**src/rtl/mbfc04_pkg.sv**
```systemverilog
`default_nettype none
package mbfc04_pkg;

  localparam int RX_BUFFER_BYTES = 256;
  localparam int TABLE_ENTRIES   = 16;
  localparam int LEN_W           = 9;
  localparam int TBL_AW          = 4;

  localparam logic [1:0] FUNC_BYTE  = 2'd0;
  localparam logic [1:0] FUNC_GAP   = 2'd1;
  localparam logic [1:0] FUNC_TICK  = 2'd2;
  localparam logic [1:0] FUNC_WRITE = 2'd3;

  localparam logic [1:0] CFG_SLAVE_ADDR = 2'd0;
  localparam logic [1:0] CFG_REG_BASE   = 2'd1;
  localparam logic [1:0] CFG_STUCK_MS   = 2'd2;

  localparam logic [7:0] FC_READ_INPUT = 8'h04;
  localparam logic [7:0] EXC_FLAG      = 8'h80;
  localparam logic [7:0] REPLY_COUNT   = 8'h02;
  localparam logic [7:0] EXC_ILLEGAL_FUNC = 8'h01;
  localparam logic [7:0] EXC_ILLEGAL_ADDR = 8'h02;
  localparam logic [7:0] EXC_ILLEGAL_DATA = 8'h03;

  localparam logic [15:0] CRC_INIT = 16'hFFFF;
  localparam logic [15:0] CRC_POLY = 16'hA001;

  // Modbus CRC-16, one byte, reflected
  function automatic logic [15:0] crc16_byte(input logic [15:0] crc_in,
                                             input logic [7:0]  data);
    logic [15:0] c;
    c = crc_in ^ {8'h00, data};
    for (int b = 0; b < 8; b++) begin
      if (c[0]) begin
        c = (c >> 1) ^ CRC_POLY;
      end else begin
        c = c >> 1;
      end
    end
    return c;
  endfunction

endpackage
`default_nettype wire

```
**src/rtl/modbus_rtu_fc04_slave_core.sv**
```systemverilog
`default_nettype none
// Modbus RTU slave core for Read Input Registers (function 04, one register).
// Each input transaction (received byte, frame gap, millisecond tick or table
// write) is one input beat; the CRC of the incoming frame is kept running
// byte by byte, so a gap decides the frame at once. A valid request starts a
// 7-byte reply or a 5-byte exception, one byte per cycle while the sink is
// ready. Accepting the gap starts the sequencer and reads the table entry from
// the synchronous memory; the first byte is then loaded into the output
// register once that register is free. Bytes, ticks and table writes keep being
// accepted while a response goes out; a further gap waits until the last byte of
// the current response has been loaded into the output register. Nothing is
// accepted during reset.
// Counter fields carry the totals as they stood when the frame was decided.
module modbus_rtu_fc04_slave_core (
  input  wire logic        clk,
  input  wire logic        rst,
  input  wire logic        s_tvalid,
  output logic             s_tready,
  input  wire logic [31:0] s_tdata,   // data_byte[7:0], reg_index[11:8], reg_value[27:12]
  input  wire logic [1:0]  s_tuser,   // func[1:0]
  output logic             m_tvalid,
  input  wire logic        m_tready,
  output logic [55:0]      m_tdata,   // tx_byte[7:0], crc_fail_count[23:8],
                                      // exception_count[39:24], stuck_count[55:40]
  output logic             m_tlast,   // last_byte
  input  wire logic        cfg_we,
  input  wire logic [1:0]  cfg_index,
  input  wire logic [15:0] cfg_data
);

  typedef logic [mbfc04_pkg::LEN_W-1:0] len_t;

  localparam len_t RX_MAX = len_t'(mbfc04_pkg::RX_BUFFER_BYTES);

  logic [7:0]  slave_address;
  logic [15:0] register_base;
  logic [15:0] stuck_timeout_ms;

  logic [mbfc04_pkg::LEN_W-1:0] frame_length;
  logic [15:0] idle_ms;
  logic [15:0] crc_rx;
  logic [7:0]  hdr [6];
  logic [15:0] crc_fail_total;
  logic [15:0] exception_total;
  logic [15:0] stuck_total;

  logic [15:0] tbl_mem [mbfc04_pkg::TABLE_ENTRIES];
  logic [mbfc04_pkg::TABLE_ENTRIES-1:0] tbl_valid;
  logic [15:0] rd_data;
  logic        rd_valid;

  logic        busy;
  logic        tx_exc;
  logic [2:0]  tx_idx;
  logic [7:0]  tx_b1;
  logic [7:0]  tx_b2;
  logic [15:0] crc_tx;
  logic [15:0] snap_crc;
  logic [15:0] snap_exc;
  logic [15:0] snap_stuck;

  logic [1:0]  func;
  logic [7:0]  data_byte;
  logic [3:0]  reg_index;
  logic [15:0] reg_value;
  logic        accept;

  logic [15:0] crc_rx_next;
  logic [15:0] idle_ms_next;
  logic [15:0] start_addr;
  logic [15:0] qty;
  logic [15:0] offset;
  logic        frame_ok;
  logic        crc_bad;
  logic        exc_func;
  logic        exc_data;
  logic        exc_addr;
  logic        start_rsp;
  logic [7:0]  exc_code;

  logic [2:0]  body_n;
  logic [2:0]  last_idx;
  logic [15:0] tbl_val;
  logic [7:0]  cur_byte;
  logic        load;

  assign func      = s_tuser;
  assign data_byte = s_tdata[7:0];
  assign reg_index = s_tdata[11:8];
  assign reg_value = s_tdata[27:12];

  assign s_tready = !rst && (!busy || (func != mbfc04_pkg::FUNC_GAP));
  assign accept   = s_tvalid && s_tready;

  assign crc_rx_next  = mbfc04_pkg::crc16_byte(
                          (frame_length == '0) ? mbfc04_pkg::CRC_INIT : crc_rx, data_byte);
  assign idle_ms_next = (idle_ms == 16'hFFFF) ? idle_ms : idle_ms + 16'd1;

  assign start_addr = {hdr[2], hdr[3]};
  assign qty        = {hdr[4], hdr[5]};
  assign offset     = start_addr - register_base;

  always_comb begin
    frame_ok = (frame_length >= len_t'(4)) && (hdr[0] == slave_address);
    crc_bad  = crc_rx != 16'h0000;
    exc_func = hdr[1] != mbfc04_pkg::FC_READ_INPUT;
    exc_data = (frame_length != len_t'(8)) || (qty != 16'd1);
    exc_addr = {1'b0, offset} >= 17'(mbfc04_pkg::TABLE_ENTRIES);
    if (exc_func) begin
      exc_code = mbfc04_pkg::EXC_ILLEGAL_FUNC;
    end else if (exc_data) begin
      exc_code = mbfc04_pkg::EXC_ILLEGAL_DATA;
    end else begin
      exc_code = mbfc04_pkg::EXC_ILLEGAL_ADDR;
    end
    start_rsp = accept && (func == mbfc04_pkg::FUNC_GAP) && frame_ok && !crc_bad;
  end

  // configuration
  always_ff @(posedge clk) begin
    if (rst) begin
      slave_address    <= 8'd1;
      register_base    <= 16'd0;
      stuck_timeout_ms <= 16'd100;
    end else if (cfg_we) begin
      unique case (cfg_index)
        mbfc04_pkg::CFG_SLAVE_ADDR: slave_address    <= cfg_data[7:0];
        mbfc04_pkg::CFG_REG_BASE:   register_base    <= cfg_data;
        mbfc04_pkg::CFG_STUCK_MS:   stuck_timeout_ms <= cfg_data;
        default: ;
      endcase
    end
  end

  // receive side
  always_ff @(posedge clk) begin
    if (rst) begin
      frame_length    <= '0;
      idle_ms         <= '0;
      crc_fail_total  <= '0;
      exception_total <= '0;
      stuck_total     <= '0;
    end else if (accept) begin
      unique case (func)
        mbfc04_pkg::FUNC_BYTE: begin
          if (frame_length < RX_MAX) begin
            frame_length <= frame_length + 1'b1;
          end else begin
            frame_length <= '0;
          end
          idle_ms <= '0;
        end
        mbfc04_pkg::FUNC_GAP: begin
          if (frame_ok && crc_bad) begin
            crc_fail_total <= crc_fail_total + 16'd1;
          end
          if (start_rsp && (exc_func || exc_data || exc_addr)) begin
            exception_total <= exception_total + 16'd1;
          end
          frame_length <= '0;
        end
        mbfc04_pkg::FUNC_TICK: begin
          idle_ms <= idle_ms_next;
          if ((frame_length != '0) && (idle_ms_next > stuck_timeout_ms)) begin
            stuck_total  <= stuck_total + 16'd1;
            frame_length <= '0;
          end
        end
        default: ;
      endcase
    end
  end

  always_ff @(posedge clk) begin
    if (accept && (func == mbfc04_pkg::FUNC_BYTE) && (frame_length < RX_MAX)) begin
      crc_rx <= crc_rx_next;
      for (int i = 0; i < 6; i++) begin
        if (frame_length == len_t'(i)) begin
          hdr[i] <= data_byte;
        end
      end
    end
  end

  // input register table
  always_ff @(posedge clk) begin
    if (accept && (func == mbfc04_pkg::FUNC_WRITE) &&
        ({1'b0, reg_index} < 5'(mbfc04_pkg::TABLE_ENTRIES))) begin
      tbl_mem[reg_index[mbfc04_pkg::TBL_AW-1:0]] <= reg_value;
    end
    if (start_rsp) begin
      rd_data <= tbl_mem[offset[mbfc04_pkg::TBL_AW-1:0]];
    end
  end

  always_ff @(posedge clk) begin
    if (rst) begin
      tbl_valid <= '0;
      rd_valid  <= 1'b0;
    end else begin
      if (accept && (func == mbfc04_pkg::FUNC_WRITE) &&
          ({1'b0, reg_index} < 5'(mbfc04_pkg::TABLE_ENTRIES))) begin
        tbl_valid[reg_index[mbfc04_pkg::TBL_AW-1:0]] <= 1'b1;
      end
      if (start_rsp) begin
        rd_valid <= tbl_valid[offset[mbfc04_pkg::TBL_AW-1:0]];
      end
    end
  end

  // response sequencer
  assign body_n   = tx_exc ? 3'd3 : 3'd5;
  assign last_idx = body_n + 3'd1;
  assign tbl_val  = rd_valid ? rd_data : 16'h0000;
  assign load     = busy && (!m_tvalid || m_tready);

  always_comb begin
    if (tx_idx == body_n) begin
      cur_byte = crc_tx[7:0];
    end else if (tx_idx == last_idx) begin
      cur_byte = crc_tx[15:8];
    end else begin
      case (tx_idx)
        3'd0:    cur_byte = slave_address;
        3'd1:    cur_byte = tx_b1;
        3'd2:    cur_byte = tx_b2;
        3'd3:    cur_byte = tbl_val[15:8];
        default: cur_byte = tbl_val[7:0];
      endcase
    end
  end

  always_ff @(posedge clk) begin
    if (rst) begin
      busy   <= 1'b0;
      tx_idx <= '0;
    end else if (start_rsp) begin
      busy   <= 1'b1;
      tx_idx <= '0;
    end else if (load) begin
      tx_idx <= tx_idx + 3'd1;
      if (tx_idx == last_idx) begin
        busy <= 1'b0;
      end
    end
  end

  always_ff @(posedge clk) begin
    if (start_rsp) begin
      tx_exc     <= exc_func || exc_data || exc_addr;
      tx_b1      <= (exc_func || exc_data || exc_addr) ? (hdr[1] | mbfc04_pkg::EXC_FLAG)
                                                       : mbfc04_pkg::FC_READ_INPUT;
      tx_b2      <= (exc_func || exc_data || exc_addr) ? exc_code : mbfc04_pkg::REPLY_COUNT;
      crc_tx     <= mbfc04_pkg::CRC_INIT;
      snap_crc   <= crc_fail_total;
      snap_exc   <= (exc_func || exc_data || exc_addr) ? exception_total + 16'd1
                                                       : exception_total;
      snap_stuck <= stuck_total;
    end else if (load && (tx_idx < body_n)) begin
      crc_tx <= mbfc04_pkg::crc16_byte(crc_tx, cur_byte);
    end
  end

  // output register
  always_ff @(posedge clk) begin
    if (rst) begin
      m_tvalid <= 1'b0;
    end else if (load) begin
      m_tvalid <= 1'b1;
    end else if (m_tready) begin
      m_tvalid <= 1'b0;
    end
  end

  always_ff @(posedge clk) begin
    if (load) begin
      m_tdata <= {snap_stuck, snap_exc, snap_crc, cur_byte};
      m_tlast <= tx_idx == last_idx;
    end
  end

endmodule
`default_nettype wire
```
**config.mk**
```make
export PLATFORM = sky130hd
export DESIGN_NAME = modbus_rtu_fc04_slave_core
export DESIGN_NICKNAME = d
export VERILOG_FILES = /design/src/rtl/mbfc04_pkg.sv /design/src/rtl/modbus_rtu_fc04_slave_core.sv
export SDC_FILE = /design/constraint.sdc
export NUM_CORES = 1
export LEC_CHECK = 0
export ABC_AREA = 0
export BUFFER_PORTS_ARGS = -buffer_cell sky130_fd_sc_hd__buf_2
export CELL_PAD_IN_SITES_DETAIL_PLACEMENT = 0
export CELL_PAD_IN_SITES_GLOBAL_PLACEMENT = 1
export CORE_MARGIN = 10
export CORE_UTILIZATION = 30
export CTS_BUF_LIST = sky130_fd_sc_hd__clkbuf_8
export CTS_CLUSTER_DIAMETER = 50
export DETAILED_ROUTE_END_ITERATION = 7
export GPL_TIMING_DRIVEN = 0
export HOLD_SLACK_MARGIN = 0.15
export PLACE_DENSITY = 0.62
export SLEW_MARGIN = 30
export SYNTH_ARGS = -nofsm -noshare
export SYNTH_HDL_FRONTEND = slang
export SYNTH_SLANG_ARGS = --single-unit
```
**constraint.sdc**
```tcl
create_clock -name clk -period 13.1 [get_ports clk]
set_input_delay 1.31 -clock clk [delete_from_list [all_inputs] [get_ports clk]]
set_output_delay 1.31 -clock clk [all_outputs]
set_load 0.02 [all_outputs]
```
==> run summary <==
Root Driver -> clkbuf_8
CP arrival -> 5.93 ns
Fillcell total -> 7,922
Critical path class -> register to register
Leak Pwr -> 0.0105 uW
Final #Nets -> 2,114
Async SR Flop Fraction -> 0%
Worst min path class -> register to register
Clock latency at the later pin of the worst-skew pair -> 0.71 ns
CTS tree -> yes
Drt pass-1 iters -> 5
Unrepaired setup endpoints after global routing -> false
CP Launch Type -> register
Via/cell ratio -> 4.73
Post-detailed-route count of antenna-violating nets -> 0
Global route overflow -> 0
Largest net degree at the start of global routing -> 45
Fin Setup TNS -> 0 ns
Max Cap Viol -> 0
Final hold viol count -> 0
Post-cts sizing count -> 0
Sequential area share after synthesis -> 66.4%
Post-placement cell count -> 2,973
CP max FO -> 9
Layout Utilization -> 35.9%
Post-synth EDFFs -> 451
Most frequent cells in the layout -> edfxtp_1 (451), nand2_1 (155), dfxtp_1 (151)
Worst Path Required -> 13.64 ns
Synthesized area per cell -> 14.1 um^2
Initial antenna violation count -> 14
IO Pins -> 116
Status -> finished clean
GP Congestion -> 0.807
Worst-path clk slew -> 0.06 ns
Core area -> 0.0822 mm^2
Commonest non-fill, non-tap cell in the layout -> edfxtp_1
Post-CTS Setup Bufs -> 0
Period utilization -> 41.1%
Total wire length -> 61,100 um
WL/cell -> 19.3 um
Slew Limit Fails -> 0
Synth Flop Type -> edfxtp_1
Total number of vias -> 15,000
Clock Path Buffers -> 3
Slew Limit Headroom -> 34.6%
Post-synthesis instance total -> 1,763
First-pass GRT wire length -> 92,400 um
Detailed Route Iter0 Violations -> 910
Ys Warns -> 0
Die X -> 308 um
Synthesized cell area -> 0.0249 mm^2
Post-synth net total -> 1,871
Die Y -> 308 um
Fmax -> 186 MHz
CTS Buf Count -> 101
Cts hold-fix bufs -> 0
Row cnt -> 105
Layout cells sized above 1 -> 20.2%
Htree depth -> 3
#FFs+latches synth -> 602
Clk sinks -> 602
Vias in the first global route -> 15,500
Input/output buffers -> 111
Min Tclk post-route -> 5.39 ns
Worst vdd ir -> 0.0000781 V
Netlist cell types -> 72
Endpoints failing setup -> 0
Non-filler cells, final -> 3,162
DPL Wire Length -> 43,200 um
Power density over cell area -> 132 mW/mm^2
GRT Total Usage -> 12.7%
Least-Margin Pin Slew -> 0.981 ns
Area Overhead vs Synth -> 18.5%
Starting Density -> 30.3%
Clock skew -> 0.0299 ns
DRC -> 0
CP endpoint kind -> register
Die ar. -> 0.0951 mm^2
## critical path, cell delays in order, from the launching register on
cell and delay, ns:
dfxtp_1 0.30, clkbuf_1 0.26, nand4_1 0.24, nor2_1 0.22, nand2_1 0.09, or3_1 0.35, clkbuf_1 0.23, nand2b_1 0.12
clkbuf_1 0.32, nor2_1 0.15, nand3_1 0.16, xnor2_1 0.11, ha_1 0.31, nand3_1 0.08, nor3_1 0.34, a211oi_1 0.28
o31ai_2 0.72, nand2_1 0.27, o21bai_1 0.57, nor2_1 0.11
## cells by family after synthesis
logic type / after synthesis / synth area share [%]
flops: 602 / 66.4
simple gates: 521 / 9.71
compound gates: 207 / 5.66
buf+inv: 138 / 2.19
xor+xnor: 133 / 4.67
mux: 111 / 8.75
fa+ha+maj: 51 / 2.59
## worst paths after layout
path	end	startpoint	cells after the start	slack, ns
setup reg to reg	frame_length[2]$_SDFFE_PP0P_	idle_ms[3]$_SDFFE_PP0P_	19	7.71
hold / removal	m_tdata[50]$_DFFE_PP_	snap_stuck[10]$_DFFE_PP_	0	0.42
setup / recovery	frame_length[2]$_SDFFE_PP0P_	idle_ms[3]$_SDFFE_PP0P_	19	7.71
hold reg to reg	m_tdata[50]$_DFFE_PP_	snap_stuck[10]$_DFFE_PP_	0	0.42
## flip-flops by register name (all words and copies together), names as in the netlist, 2 cells and up
| register | count |
|---|---|
| stuck_timeout_ms | 16 |
| hdr | 48 |
| tx_b1 | 7 |
| snap_stuck | 16 |
| rd_data | 16 |
| snap_exc | 16 |
| register_base | 16 |
| frame_length | 9 |
| slave_address | 8 |
| stuck_total | 16 |
| crc_fail_total | 16 |
| idle_ms | 16 |
| crc_tx | 16 |
| tx_idx | 3 |
| tbl_valid | 16 |
| tx_b2 | 2 |
| crc_rx | 16 |
| snap_crc | 16 |
| m_tdata | 56 |
| tbl_mem | 256 |
| exception_total | 16 |
## Yosys cell counts, drive strengths merged, types with 5 or more instances
master	n	area (um^2)
a21o	10	75.1
xnor2	77	674
mux4	85	1910
nand2	155	582
o21ai	29	145
xor2	56	490
or3	13	81.3
dfxtp	151	3020
and2	10	62.6
edfxtp	451	13500
nand4	22	138
clkbuf	61	229
a31oi	6	50.0
buf	17	92.6
o211a	5	50.1
nor2b	11	68.8
and3	27	169
nand2b	21	131
nor2	163	612
nor3	24	125
ha	50	626
mux2i	22	220
o21a	7	52.6
nand3	42	210
o211ai	26	215
a211o	7	61.3
a21oi	69	349
nor4	15	93.8
a22oi	16	120
inv	60	225
## per-stage QoR
| stage | hold slack [ns] | area (um^2) | power [uW] | setup WS (ns) |
|---|---|---|---|---|
| floorplan | 0.400 | 24900 | 2190 | 6.63 |
| global placement | 0.406 | 26800 | 2250 | 4.71 |
| detailed placement | 0.405 | 27500 | 2260 | 7.79 |
| CTS | 0.417 | 29500 | 3940 | 7.75 |
| global route | 0.425 | 29600 | 4040 | 7.15 |
| finish | 0.416 | 29600 | 3890 | 7.71 |
## routing by layer
layer,track usage [%],wire [um],share of wire [%]
met2,21.5,29800,49
met1,15.7,26500,43
met5,0,77,0.13
met4,3.66,1480,2.4
met3,3.25,3260,5.3
## area by class of cell
class	instances	area (um^2)	area share [%]
diodes	1	2.50	0.00847
plain buffers	78	330	1.12
clock buffers	112	1540	5.22
clock inverters	76	513	1.74
inverters	60	228	0.771
multi-input cells	1023	7980	27.0
flip-flops and latches	602	16600	56.1
well taps	1070	1340	4.53
repair buffers	140	1050	3.56
## power breakdown
group	internal (uW)	leakage, uW	total [uW]	switching [uW]
clock	895	0.00119	1670	776
sequential	2050	0.00544	2060	5.29
combinational	59.0	0.00385	158	99.1
Note: power is estimated with default switching activity, not from simulation.
